===== src/hw/rtl/ble_pkg.sv =====
`timescale 1ns / 1ps
// ---------------------------------------------------------------------------
// ble_pkg
// types, codes and defaults shared by the list edit engine modules
// ---------------------------------------------------------------------------
package ble_pkg;

  localparam int unsigned DEPTH_DEF = 32;
  localparam int unsigned VAL_W     = 32;
  localparam int unsigned REQ_W     = 3;
  localparam int unsigned CNT_W     = 6;

  // request codes
  localparam logic [REQ_W-1:0] REQ_APPEND    = 3'd0;
  localparam logic [REQ_W-1:0] REQ_DEL_FIRST = 3'd1;
  localparam logic [REQ_W-1:0] REQ_DEL_LAST  = 3'd2;
  localparam logic [REQ_W-1:0] REQ_DEL_VALUE = 3'd3;
  localparam logic [REQ_W-1:0] REQ_DUMP      = 3'd4;

  // result status codes
  typedef enum logic [1:0] {
    ST_DONE      = 2'd0,
    ST_EMPTY     = 2'd1,
    ST_FULL      = 2'd2,
    ST_NOT_FOUND = 2'd3
  } status_t;

  // read pointer update
  typedef enum logic [1:0] {
    PTR_HOLD,
    PTR_ZERO,
    PTR_ONE,
    PTR_AFTER_MATCH
  } ptr_op_t;

  // controller states
  typedef enum logic [2:0] {
    S_IDLE,
    S_SCAN,
    S_SHIFT,
    S_DUMP_RD,
    S_DUMP_OUT,
    S_RESULT
  } state_t;

  // controller to datapath
  typedef struct packed {
    logic    capture;
    logic    append_wr;
    logic    dec_count;
    logic    rd_en;
    logic    shift_mode;
    logic    set_status;
    status_t status;
    ptr_op_t ptr_op;
    logic    load_res;
    logic    load_elem;
  } dp_cmd_t;

  // datapath to controller
  typedef struct packed {
    logic empty;
    logic full;
    logic rd_more;
    logic pend;
    logic match;
    logic out_free;
    logic last_elem;
  } dp_sts_t;

endpackage


===== src/hw/rtl/ble_dp.sv =====
`timescale 1ns / 1ps
// ---------------------------------------------------------------------------
// ble_dp
// element memory, count and read pointer, compare and result register
// ---------------------------------------------------------------------------
module ble_dp #(
  parameter int unsigned DEPTH = ble_pkg::DEPTH_DEF
) (
  input  logic                          clk,
  input  logic                          rst_n,
  input  logic [ble_pkg::VAL_W-1:0]     in_value,
  input  ble_pkg::dp_cmd_t              cmd,
  output ble_pkg::dp_sts_t              sts,
  output logic                          out_valid,
  input  logic                          out_stall,
  output logic [ble_pkg::VAL_W-1:0]     out_elem_value,
  output logic                          out_elem_valid,
  output logic [ble_pkg::CNT_W-1:0]     out_list_count,
  output logic [1:0]                    out_status,
  output logic                          out_last_result
);

  localparam int unsigned AW   = $clog2(DEPTH);
  localparam int unsigned CW   = $clog2(DEPTH + 1);
  localparam int unsigned VW   = ble_pkg::VAL_W;
  localparam int unsigned CNTW = ble_pkg::CNT_W;

  logic [VW-1:0]    mem [DEPTH];
  logic [CW-1:0]    count_r, count_nxt;
  logic [CW-1:0]    ptr_r, ptr_nxt;
  logic [VW-1:0]    value_r;
  logic [VW-1:0]    rd_data_r;
  logic             pend_r;
  logic [AW-1:0]    pend_ptr_r;
  ble_pkg::status_t status_r;
  logic             out_valid_r, out_valid_nxt;
  logic [VW-1:0]    out_elem_value_r;
  logic             out_elem_valid_r;
  logic [CNTW-1:0]  out_list_count_r;
  ble_pkg::status_t out_status_r;
  logic             out_last_result_r;
  logic             wr_en;
  logic [AW-1:0]    wr_addr;
  logic [VW-1:0]    wr_data;
  logic             out_free;

  // memory write source: append at the tail or move one entry to the next lower address
  always_comb begin
    wr_en   = 1'b0;
    wr_addr = count_r[AW-1:0];
    wr_data = in_value;
    if (cmd.append_wr) begin
      wr_en = 1'b1;
    end else if (cmd.shift_mode && pend_r) begin
      wr_en   = 1'b1;
      wr_addr = pend_ptr_r - AW'(1);
      wr_data = rd_data_r;
    end
  end

  // element memory, one write and one registered read per cycle
  always_ff @(posedge clk) begin
    if (wr_en) begin
      mem[wr_addr] <= wr_data;
    end
    if (cmd.rd_en) begin
      rd_data_r  <= mem[ptr_r[AW-1:0]];
      pend_ptr_r <= ptr_r[AW-1:0];
    end
  end

  // element count
  always_comb begin
    count_nxt = count_r;
    if (cmd.append_wr) begin
      count_nxt = count_r + CW'(1);
    end else if (cmd.dec_count) begin
      count_nxt = count_r - CW'(1);
    end
  end

  // read pointer
  always_comb begin
    ptr_nxt = ptr_r;
    if (cmd.rd_en) begin
      ptr_nxt = ptr_r + CW'(1);
    end else begin
      case (cmd.ptr_op)
        ble_pkg::PTR_HOLD:        ptr_nxt = ptr_r;
        ble_pkg::PTR_ZERO:        ptr_nxt = '0;
        ble_pkg::PTR_ONE:         ptr_nxt = CW'(1);
        ble_pkg::PTR_AFTER_MATCH: ptr_nxt = CW'(pend_ptr_r) + CW'(1);
        default:                  ptr_nxt = ptr_r;
      endcase
    end
  end

  // control registers
  always_ff @(posedge clk) begin
    if (!rst_n) begin
      count_r     <= '0;
      ptr_r       <= '0;
      pend_r      <= 1'b0;
      out_valid_r <= 1'b0;
    end else begin
      count_r     <= count_nxt;
      ptr_r       <= ptr_nxt;
      pend_r      <= cmd.rd_en;
      out_valid_r <= out_valid_nxt;
    end
  end

  // request value and status
  always_ff @(posedge clk) begin
    if (cmd.capture) begin
      value_r <= in_value;
    end
    if (cmd.set_status) begin
      status_r <= cmd.status;
    end
  end

  // result register
  assign out_free = !out_valid_r || !out_stall;

  always_comb begin
    out_valid_nxt = out_valid_r && out_stall;
    if (cmd.load_res || cmd.load_elem) begin
      out_valid_nxt = 1'b1;
    end
  end

  always_ff @(posedge clk) begin
    if (cmd.load_res) begin
      out_elem_value_r  <= '0;
      out_elem_valid_r  <= 1'b0;
      out_list_count_r  <= CNTW'(count_r);
      out_status_r      <= status_r;
      out_last_result_r <= 1'b1;
    end else if (cmd.load_elem) begin
      out_elem_value_r  <= rd_data_r;
      out_elem_valid_r  <= 1'b1;
      out_list_count_r  <= CNTW'(count_r);
      out_status_r      <= ble_pkg::ST_DONE;
      out_last_result_r <= (ptr_r == count_r);
    end
  end

  // status to controller
  assign sts.empty     = (count_r == '0);
  assign sts.full      = (count_r == CW'(DEPTH));
  assign sts.rd_more   = (ptr_r < count_r);
  assign sts.pend      = pend_r;
  assign sts.match     = pend_r && (rd_data_r == value_r);
  assign sts.out_free  = out_free;
  assign sts.last_elem = (ptr_r == count_r);

  assign out_valid       = out_valid_r;
  assign out_elem_value  = out_elem_value_r;
  assign out_elem_valid  = out_elem_valid_r;
  assign out_list_count  = out_list_count_r;
  assign out_status      = out_status_r;
  assign out_last_result = out_last_result_r;

endmodule


===== src/hw/rtl/ble_ctrl.sv =====
`timescale 1ns / 1ps
// ---------------------------------------------------------------------------
// ble_ctrl
// request sequencer: decode, scan, close-up, dump and result hand-off
// ---------------------------------------------------------------------------
module ble_ctrl (
  input  logic                          clk,
  input  logic                          rst_n,
  input  logic                          in_valid,
  output logic                          in_stall,
  input  logic [ble_pkg::REQ_W-1:0]     in_req_type,
  input  ble_pkg::dp_sts_t              sts,
  output ble_pkg::dp_cmd_t              cmd
);

  ble_pkg::state_t state_r, state_nxt;

  // state register
  always_ff @(posedge clk) begin
    if (!rst_n) begin
      state_r <= ble_pkg::S_IDLE;
    end else begin
      state_r <= state_nxt;
    end
  end

  // next state
  always_comb begin
    state_nxt = state_r;
    case (state_r)
      ble_pkg::S_IDLE: begin
        if (in_valid) begin
          case (in_req_type)
            ble_pkg::REQ_DEL_FIRST:
              state_nxt = sts.empty ? ble_pkg::S_RESULT : ble_pkg::S_SHIFT;
            ble_pkg::REQ_DEL_VALUE:
              state_nxt = sts.empty ? ble_pkg::S_RESULT : ble_pkg::S_SCAN;
            ble_pkg::REQ_DUMP:
              state_nxt = sts.empty ? ble_pkg::S_RESULT : ble_pkg::S_DUMP_RD;
            default:
              state_nxt = ble_pkg::S_RESULT;
          endcase
        end
      end
      ble_pkg::S_SCAN: begin
        if (sts.match) begin
          state_nxt = ble_pkg::S_SHIFT;
        end else if (!sts.rd_more && !sts.pend) begin
          state_nxt = ble_pkg::S_RESULT;
        end
      end
      ble_pkg::S_SHIFT: begin
        if (!sts.rd_more && !sts.pend) begin
          state_nxt = ble_pkg::S_RESULT;
        end
      end
      ble_pkg::S_DUMP_RD: begin
        state_nxt = ble_pkg::S_DUMP_OUT;
      end
      ble_pkg::S_DUMP_OUT: begin
        if (sts.out_free) begin
          state_nxt = sts.last_elem ? ble_pkg::S_IDLE : ble_pkg::S_DUMP_RD;
        end
      end
      ble_pkg::S_RESULT: begin
        if (sts.out_free) begin
          state_nxt = ble_pkg::S_IDLE;
        end
      end
      default: state_nxt = ble_pkg::S_IDLE;
    endcase
  end

  // commands
  always_comb begin
    cmd      = '0;
    in_stall = 1'b1;
    case (state_r)
      ble_pkg::S_IDLE: begin
        in_stall = 1'b0;
        if (in_valid) begin
          cmd.capture    = 1'b1;
          cmd.set_status = 1'b1;
          cmd.status     = ble_pkg::ST_DONE;
          case (in_req_type)
            ble_pkg::REQ_APPEND: begin
              if (sts.full) begin
                cmd.status = ble_pkg::ST_FULL;
              end else begin
                cmd.append_wr = 1'b1;
              end
            end
            ble_pkg::REQ_DEL_FIRST: begin
              if (sts.empty) begin
                cmd.status = ble_pkg::ST_EMPTY;
              end else begin
                cmd.ptr_op = ble_pkg::PTR_ONE;
              end
            end
            ble_pkg::REQ_DEL_LAST: begin
              if (sts.empty) begin
                cmd.status = ble_pkg::ST_EMPTY;
              end else begin
                cmd.dec_count = 1'b1;
              end
            end
            ble_pkg::REQ_DEL_VALUE, ble_pkg::REQ_DUMP: begin
              if (sts.empty) begin
                cmd.status = ble_pkg::ST_EMPTY;
              end else begin
                cmd.ptr_op = ble_pkg::PTR_ZERO;
              end
            end
            default: cmd.status = ble_pkg::ST_DONE;
          endcase
        end
      end
      ble_pkg::S_SCAN: begin
        if (sts.match) begin
          cmd.ptr_op = ble_pkg::PTR_AFTER_MATCH;
        end else if (sts.rd_more) begin
          cmd.rd_en = 1'b1;
        end else if (!sts.pend) begin
          cmd.set_status = 1'b1;
          cmd.status     = ble_pkg::ST_NOT_FOUND;
        end
      end
      ble_pkg::S_SHIFT: begin
        cmd.shift_mode = 1'b1;
        if (sts.rd_more) begin
          cmd.rd_en = 1'b1;
        end else if (!sts.pend) begin
          cmd.dec_count = 1'b1;
        end
      end
      ble_pkg::S_DUMP_RD: begin
        cmd.rd_en = 1'b1;
      end
      ble_pkg::S_DUMP_OUT: begin
        cmd.load_elem = sts.out_free;
      end
      ble_pkg::S_RESULT: begin
        cmd.load_res = sts.out_free;
      end
      default: cmd = '0;
    endcase
  end

endmodule


===== src/hw/rtl/bounded_list_edit_engine_top.sv =====
`timescale 1ns / 1ps
// ---------------------------------------------------------------------------
// bounded_list_edit_engine_top
// ordered list of up to DEPTH signed values edited one request at a time
// ---------------------------------------------------------------------------
// One request is taken at a time; in_stall stays high until its last result
// has been loaded into the output register, which then waits for the sink
// while the next request is taken. Append, delete last and unused codes go
// straight to the result; delete first closes up the list behind the head, and
// delete value reads each element once, in the scan up to the match or in the
// close-up after it. A dump reads each element, then waits for a free output
// register before loading it. The element memory has one registered read and
// one write per cycle; scan and close-up move one element per cycle, and only
// the dump and result hand-off wait on output back-pressure. The memory needs
// no clearing after reset: only entries below the count are ever read.
module bounded_list_edit_engine_top #(
  parameter int unsigned DEPTH = ble_pkg::DEPTH_DEF
) (
  input  logic                          clk,
  input  logic                          rst_n,
  input  logic                          in_valid,
  output logic                          in_stall,
  input  logic [ble_pkg::REQ_W-1:0]     in_req_type,
  input  logic signed [ble_pkg::VAL_W-1:0] in_value,
  output logic                          out_valid,
  input  logic                          out_stall,
  output logic signed [ble_pkg::VAL_W-1:0] out_elem_value,
  output logic                          out_elem_valid,
  output logic [ble_pkg::CNT_W-1:0]     out_list_count,
  output logic [1:0]                    out_status,
  output logic                          out_last_result
);

  ble_pkg::dp_cmd_t cmd;
  ble_pkg::dp_sts_t sts;

  // request sequencer
  ble_ctrl u_ctrl (
    .clk         (clk),
    .rst_n       (rst_n),
    .in_valid    (in_valid),
    .in_stall    (in_stall),
    .in_req_type (in_req_type),
    .sts         (sts),
    .cmd         (cmd)
  );

  // storage and result path
  ble_dp #(
    .DEPTH (DEPTH)
  ) u_dp (
    .clk             (clk),
    .rst_n           (rst_n),
    .in_value        (in_value),
    .cmd             (cmd),
    .sts             (sts),
    .out_valid       (out_valid),
    .out_stall       (out_stall),
    .out_elem_value  (out_elem_value),
    .out_elem_valid  (out_elem_valid),
    .out_list_count  (out_list_count),
    .out_status      (out_status),
    .out_last_result (out_last_result)
  );

endmodule


===== config.mk =====
export PLATFORM = sky130hd
export DESIGN_NAME = bounded_list_edit_engine_top
export DESIGN_NICKNAME = d
export VERILOG_FILES = /design/src/hw/rtl/ble_pkg.sv /design/src/hw/rtl/ble_dp.sv /design/src/hw/rtl/ble_ctrl.sv /design/src/hw/rtl/bounded_list_edit_engine_top.sv
export SDC_FILE = /design/constraint.sdc
export NUM_CORES = 1
export LEC_CHECK = 0
export ABC_AREA = 1
export BUFFER_PORTS_ARGS = -buffer_cell sky130_fd_sc_hd__buf_2
export CAP_MARGIN = 30
export CORE_ASPECT_RATIO = 1.5
export CORE_UTILIZATION = 25
export CTS_BUF_LIST = sky130_fd_sc_hd__clkbuf_8
export DETAILED_ROUTE_END_ITERATION = 7
export GPL_TIMING_DRIVEN = 0
export PLACE_DENSITY_LB_ADDON = 0.08
export SLEW_MARGIN = 20
export SYNTH_ARGS = -nofsm -noshare
export SYNTH_HDL_FRONTEND = slang
export SYNTH_SLANG_ARGS = --single-unit

===== constraint.sdc =====
create_clock -name clk -period 3.1 [get_ports clk]
set_input_delay 0 -clock clk [delete_from_list [all_inputs] [get_ports clk]]
set_output_delay 0 -clock clk [all_outputs]
set_load 0.01 [all_outputs]

==> impl_metrics.py, run 1 <==
metrics = {
    "sta": {
        "rsz0062_at_grt": "true",
        "skew_ns": 0.0466,
        "tightest_slew_ns": 0.987,
        "fmaxAchievable_mhz": 319,
        "relSlewSlack_pct": 33.9,
        "finalSetupViolCount": 4,
        "fin_crit_sh_pct": 101,
        "maxSlewViolCount": 0,
        "holdWs_ns": 0.112,
        "layout_setup_ws_ns": -0.0346,
        "finalCriticalPeriod_ns": 3.13,
        "hold_viol": 0,
    },
    "pwr": {
        "p_leak_nw": 19.4,
        "power_mw": 40.5,
        "power.density_nw_per_um2": 708,
        "vdd.ir_drop.worst_mv": 0.364,
    },
    "run": {
        "cap_violations": 0,
    },
    "critical_path": {
        "reg2reg_depth": 9,
        "path_max_fanout": 10,
        "crit_chain": "inv_1 > buf_2 > clkbuf_2 > o21ai_0 > o221ai_1 > o211ai_1 > nand3_1 > o21ai_2 > inv_1",
        "path_common_cell": "inv_1",
        "rr_endpoint": "u_dp.rd_data_r[11]$_DFFE_PP_",
        "cpMaxStageDelayCell": "dfxtp_4",
        "ff2ff_setup_slack_ns": -0.03,
        "arrival_ns": 3.75,
        "slowest_delay_ns": 0.49,
        "crit_type": "reg -> reg",
        "worst_setup_path_start_kind": "register",
        "r2r_start": "u_dp.ptr_r[1]$_SDFFE_PN0P_",
        "required_ns": 3.72,
        "cp-end-kind": "register",
    },
    "synthesis": {
        "yosys_warnings": 0,
        "syn_area_um2": 46000,
        "syn_inst": 3615,
        "synth-edff-count": 1103,
        "yosysUniqueCellTypes": 41,
        "yosysSeqAreaShare_pct": 74.2,
        "synthTopCellsByArea": "edfxtp_1 72%, o21ai_0 5.7%, nor2_1 4.9%",
        "async_flop_share_pct": 0,
        "synth_fp_nets": 3668,
        "synth_top_area_share_pct": 72.0,
        "synthTopCellsByCount": "1103 x edfxtp_1, 600 x nor2_1, 521 x o21ai_0",
        "synth.avg_cell_area_um2": 12.7,
        "ys_seq_elements": 1154,
        "yosysMostFrequentCell": "edfxtp_1",
        "yosys_most_used_dff": "edfxtp_1",
        "yosysTopAreaCell": "edfxtp_1",
    },
    "floorplanning": {
        "dieArea_um2": 186000,
        "ios": 83,
        "start_util_pct": 25.2,
        "rows": 192,
        "die_x_um": 352,
        "core-area_um2": 183000,
        "die_y_um": 527,
    },
    "place": {
        "post-place-ws_ns": -0.828,
        "dpl.hpwl_um": 146000,
        "io_buffers": 82,
        "gp_congestion": 0.833,
    },
    "detailed_routing": {
        "postRouteAntennaNets": 0,
        "num_vias": 31400,
        "wl_per_cell_um": 29.6,
        "wl_um": 197000,
        "drc": 0,
        "vias_per_cell": 4.70,
        "first_pass_iters": 6,
        "drtIter0Drc": 2039,
    },
    "final_layout": {
        "fin_util_pct": 31.4,
        "drive_gt1_share_pct": 15.9,
        "area_growth_pct": 24.6,
        "fin_nets": 4168,
    },
    "run_status": {
        "outcome": "complete, but fails checks",
        "violations": "negative setup slack",
    },
    "clock_tree": {
        "clockBufferDepth": 4,
        "worstSkewPairLatency_ns": 0.91,
        "cts_buffers": 189,
        "htree_levels": 4,
        "root_buffer": "clkbuf_8",
        "clkTransAtPathRegs_ns": 0.06,
        "cts.sink_count": 1154,
        "cts_tree": "done",
    },
    "grt": {
        "grt_pass1_wl_um": 269000,
        "grt_usage_pct": 20.9,
        "grt-ovfl-total": 0,
        "grt_max_degree": 33,
        "antenna_found_initial": 6,
        "grt_pass1_vias": 32800,
    },
    "hold_path": {
        "min_to": "u_dp.out_valid$_SDFF_PN0_",
        "min_from": "out_stall",
        "min_path_type": "in -> reg",
        "whs_path_depth": 4,
    },
}
## repair_timing
action                                 in CTS  in global routing
resized for setup                          88                 41
gates cloned                                2                  0
endpoints found under the hold margin    1108                  0
setup buffers                              33                  6
pin swaps                                  37                  6
hold buffers                               76                  0
setup endpoints to repair                1107                178
## cell usage in the layout, fill, tap and decap left out, types with 9 or more instances in the layout
master,instances
clkinv_2,9
o21ai_2,11
buf_12,46
buf_4,51
o21ai_0,485
clkbuf_8,194
o211ai_1,30
a21oi_1,18
clkbuf_1,104
dlygate4sd3_1,75
buf_16,59
inv_1,200
edfxtp_1,1103
o22ai_1,158
buf_6,12
o21ai_1,96
clkbuf_2,52
o221ai_1,98
o21ai_4,37
nand2_1,348
clkinv_1,50
nand4_1,45
nand3_1,77
nor2_4,34
xnor2_1,16
ha_1,13
nand3_2,14
dfxtp_1,49
buf_2,114
nor2_1,567
## cell type report
class	count	area, um^2
antenna	7	17.5
buffer	226	1170
clock buffer	193	2660
clock inverter	122	502
fill	18600	125000
inverter	146	553
multi-input combinational	2091	11100
sequential	1154	34100
tap	2425	3030
timing repair buffer	307	4070
## per-layer routing
metal | routed length [um] | vias up | track usage, % | share of wire [%]
li1 | - | 14300 | - | -
met1 | 73500 | 16100 | 22.3 | 37
met2 | 111000 | 711 | 41.9 | 57
met3 | 5830 | 260 | 2.33 | 3.0
met4 | 6480 | 2 | 6.95 | 3.3
met5 | 13 | - | 0 | 0.0066
## flip-flops by register name (all words and copies together), names as in the netlist
signal                count
u_dp.pend_r               1
u_dp.count_r              6
u_dp.out_list_count       6
u_dp.out_status           2
u_ctrl.state_r            3
u_dp.pend_ptr_r           5
u_dp.out_valid            1
u_dp.mem               1024
u_dp.out_last_result      1
u_dp.out_elem_value      32
u_dp.status_r             2
u_dp.out_elem_valid       1
u_dp.rd_data_r           32
u_dp.ptr_r                6
u_dp.value_r             32
## power breakdown
group	switching, mW	internal, mW	total, mW
clock network	6.30	5.79	12.1
registers	0.435	18.0	18.4
logic	7.42	2.59	10.0
total	14.1	26.4	40.5
## metrics by stage
step	instance area [um^2]	cells	setup TNS (ns)
after floorplan	46000	3615	-93.85
after global routing	57300	6669	-0.000929
after global placement	49400	6122	-6584.45
after detailed placement	52600	6231	-407.53
after CTS	57100	6657	-3.84
final	57300	6671	-0.0768
## worst max-delay path: cells and delay by family, from the launching register on
kind,cells,cell delay (ns)
compound gates,4,1.06
buf+inv,4,0.92
flops,1,0.49
simple gates,1,0.40
## logic make-up after synthesis
family | after synthesis | share of synthesized area, %
xor+xnor | 24 | 0.457
buf+inv | 372 | 3.46
simple gates | 1107 | 9.71
fa+ha+maj | 14 | 0.397
compound gates | 944 | 11.7
flops | 1154 | 74.2
## worst max path at each step
stage | endpoint | from | slack (ns)
global route | u_dp.rd_data_r[15]$_DFFE_PP_ | u_dp.ptr_r[0]$_SDFFE_PN0P_ | -0.0009
detailed placement | u_dp.rd_data_r[17]$_DFFE_PP_ | u_dp.ptr_r[1]$_SDFFE_PN0P_ | -0.83
CTS | u_dp.mem[24][22]$_DFFE_PP_ | u_dp.pend_r$_SDFF_PN0_ | -0.19
floorplan | u_dp.mem[6][0]$_DFFE_PP_ | u_dp.pend_ptr_r[0]$_DFFE_PP_ | -0.16
global placement | u_dp.mem[29][11]$_DFFE_PP_ | u_dp.pend_r$_SDFF_PN0_ | -4.74
finish | u_dp.rd_data_r[11]$_DFFE_PP_ | u_dp.ptr_r[1]$_SDFFE_PN0P_ | -0.03
Power figures use the tool's default switching activity.
==> run 2: changes to the inputs <==
--- a/config.mk
+++ b/config.mk
@@ -6,12 +6,12 @@
 export NUM_CORES = 1
 export LEC_CHECK = 0
 export ABC_AREA = 1
-export BUFFER_PORTS_ARGS = -buffer_cell sky130_fd_sc_hd__buf_2
 export CAP_MARGIN = 30
 export CORE_ASPECT_RATIO = 1.5
 export CORE_UTILIZATION = 25
 export CTS_BUF_LIST = sky130_fd_sc_hd__clkbuf_8
 export DETAILED_ROUTE_END_ITERATION = 7
+export DONT_BUFFER_PORTS = 1
 export GPL_TIMING_DRIVEN = 0
 export PLACE_DENSITY_LB_ADDON = 0.08
 export SLEW_MARGIN = 20
==> impl_metrics.py, run 2 (synthesized netlist as in run 1, its figures left out) <==
metrics = {
    "clock_tree": {
        "cts_tree": "done",
        "clockBufferDepth": 4,
        "worstSkewPairLatency_ns": 0.92,
        "htree_levels": 4,
        "cts_buffers": 191,
        "root_buffer": "clkbuf_8",
        "clkTransAtPathRegs_ns": 0.06,
        "cts.sink_count": 1154,
    },
    "critical_path": {
        "cpMaxStageDelayCell": "o21ai_1",
        "reg2reg_depth": 11,
        "path_max_fanout": 14,
        "cp-end-kind": "register",
        "r2r_start": "u_dp.pend_ptr_r[0]$_DFFE_PP_",
        "slowest_delay_ns": 0.52,
        "worst_setup_path_start_kind": "register",
        "required_ns": 3.67,
        "ff2ff_setup_slack_ns": -0.07,
        "rr_endpoint": "u_dp.mem[2][22]$_DFFE_PP_",
        "crit_chain": "inv_1 > ha_1 > nand3_1 > xor2_1 > o21ai_1 > nand2_1 > inv_1 > nand2_1 > nor2_4 > buf_16 > buf_12",
        "arrival_ns": 3.75,
        "crit_type": "reg -> reg",
    },
    "pwr": {
        "power.density_nw_per_um2": 712,
        "p_leak_nw": 19.0,
        "vdd.ir_drop.worst_mv": 0.352,
    },
    "detailed_routing": {
        "num_vias": 31300,
        "first_pass_iters": 7,
        "wl_per_cell_um": 29.8,
        "vias_per_cell": 4.75,
        "drc": 0,
        "drtIter0Drc": 2335,
        "wl_um": 196000,
        "postRouteAntennaNets": 0,
    },
    "place": {
        "io_buffers": 0,
        "dpl.hpwl_um": 145000,
        "gp_congestion": 0.854,
        "place_inst": 6147,
    },
    "run_status": {
        "outcome": "complete, but fails checks",
        "violations": "negative setup slack",
    },
    "sta": {
        "maxSlewViolCount": 0,
        "tightest_slew_ns": 1.02,
        "layout_setup_ws_ns": -0.0732,
        "fmaxAchievable_mhz": 315,
        "fin_crit_sh_pct": 102,
        "setup_tns_ns": -0.929,
        "relSlewSlack_pct": 31.8,
        "skew_ns": 0.0647,
        "finalSetupViolCount": 30,
        "finalCriticalPeriod_ns": 3.17,
        "hold_viol": 0,
        "rsz0062_at_grt": "true",
    },
    "floorplanning": {
        "rows": 192,
        "ios": 83,
        "dieArea_um2": 186000,
        "core-area_um2": 183000,
        "die_x_um": 352,
        "start_util_pct": 25.2,
        "die_y_um": 527,
    },
    "hold_path": {
        "min_to": "u_dp.ptr_r[1]$_SDFFE_PN0P_",
        "min_from": "rst_n",
        "min_path_type": "in -> reg",
        "whs_path_depth": 3,
    },
    "final_layout": {
        "fin_nets": 4085,
        "layout_commonest_cell": "edfxtp_1",
        "layout_common_cells": "1103 x edfxtp_1, 566 x nor2_1, 486 x o21ai_0",
        "largest-register": "u_dp.mem",
        "instances_no_fill": 6586,
        "drive_gt1_share_pct": 14.4,
        "area_growth_pct": 23.8,
        "largest_reg_flops": 1024,
        "fin_util_pct": 31.2,
    },
    "grt": {
        "grt_pass1_wl_um": 268000,
        "grt_usage_pct": 20.8,
        "grt_pass1_vias": 32400,
        "grt-ovfl-total": 0,
        "antenna_found_initial": 4,
        "grt_max_degree": 31,
    },
    "run": {
        "cap_violations": 0,
    },
}
[run 2: area by class of cell]
| class | count | area [um^2] |
|---|---|---|
| fill | 18600 | 126000 |
| sequential | 1154 | 34100 |
| multi-input combinational | 2091 | 11100 |
| timing repair buffer | 222 | 3650 |
| tap | 2425 | 3030 |
| clock buffer | 198 | 2730 |
| buffer | 226 | 1160 |
| inverter | 146 | 553 |
| clock inverter | 121 | 538 |
| antenna | 3 | 7.51 |
[run 2: what timing repair did]
action | in CTS | in global routing
setup endpoints to repair | 1106 | 369
cloned | 2 | 0
setup buffers | 38 | 3
resized for setup | 93 | 18
pin swaps | 35 | 7
hold buffers | 74 | 0
hold endpoints to repair | 1123 | 0
[run 2: worst max-delay path by stage]
| stage | from | endpoint | slack, ns | depth (start not counted) |
|---|---|---|---|---|
| floorplan | u_dp.pend_ptr_r[0]$_DFFE_PP_ | u_dp.mem[6][0]$_DFFE_PP_ | -0.16 | 9 |
| CTS | u_dp.ptr_r[0]$_SDFFE_PN0P_ | u_dp.rd_data_r[12]$_DFFE_PP_ | 0.007 | 11 |
| global placement | u_dp.pend_r$_SDFF_PN0_ | u_dp.mem[14][11]$_DFFE_PP_ | -4.77 | 7 |
| detailed placement | u_dp.ptr_r[1]$_SDFFE_PN0P_ | u_dp.rd_data_r[12]$_DFFE_PP_ | -0.79 | 9 |
| finish | u_dp.pend_ptr_r[0]$_DFFE_PP_ | u_dp.mem[2][22]$_DFFE_PP_ | -0.07 | 11 |
| global route | u_dp.pend_ptr_r[0]$_DFFE_PP_ | u_dp.mem[2][22]$_DFFE_PP_ | -0.11 | 11 |
[run 2: stage by stage]
| stage | hold WS, ns | power, mW | area, um^2 | worst slack (ns) |
|---|---|---|---|---|
| after floorplan | 0.0989 | 23.3 | 46000 | -0.161 |
| after global placement | 0.0991 | 27.9 | 49000 | -4.77 |
| after detailed placement | 0.0990 | 28.2 | 52200 | -0.794 |
| after CTS | 0.00559 | 41.1 | 56900 | 0.00705 |
| after global routing | 0.0427 | 42.3 | 56900 | -0.114 |
| final | 0.0358 | 40.6 | 56900 | -0.0732 |
[run 2: power breakdown]
| part | switching (mW) | internal, mW | total, mW |
|---|---|---|---|
| combinational | 7.11 | 2.42 | 9.52 |
| sequential | 0.624 | 18.0 | 18.6 |
| clock | 6.38 | 6.02 | 12.4 |
| total | 14.1 | 26.5 | 40.6 |
[run 2: critical path, delay by kind of cell, from the launching register on]
| kind | cells | cell delay [ns] |
|---|---|---|
| buf+inv | 4 | 0.65 |
| xor+xnor | 1 | 0.15 |
| simple gates | 4 | 0.87 |
| flops | 1 | 0.43 |
| compound gates | 1 | 0.52 |
| fa+ha+maj | 1 | 0.21 |
[run 2: metal layers]
metal	wire, um	vias to the layer above	track usage [%]
met1	73000	16000	22.3
met5	0	-	0
met3	6240	317	2.26
li1	-	14100	-
met4	6600	0	6.99
met2	110000	817	41.5
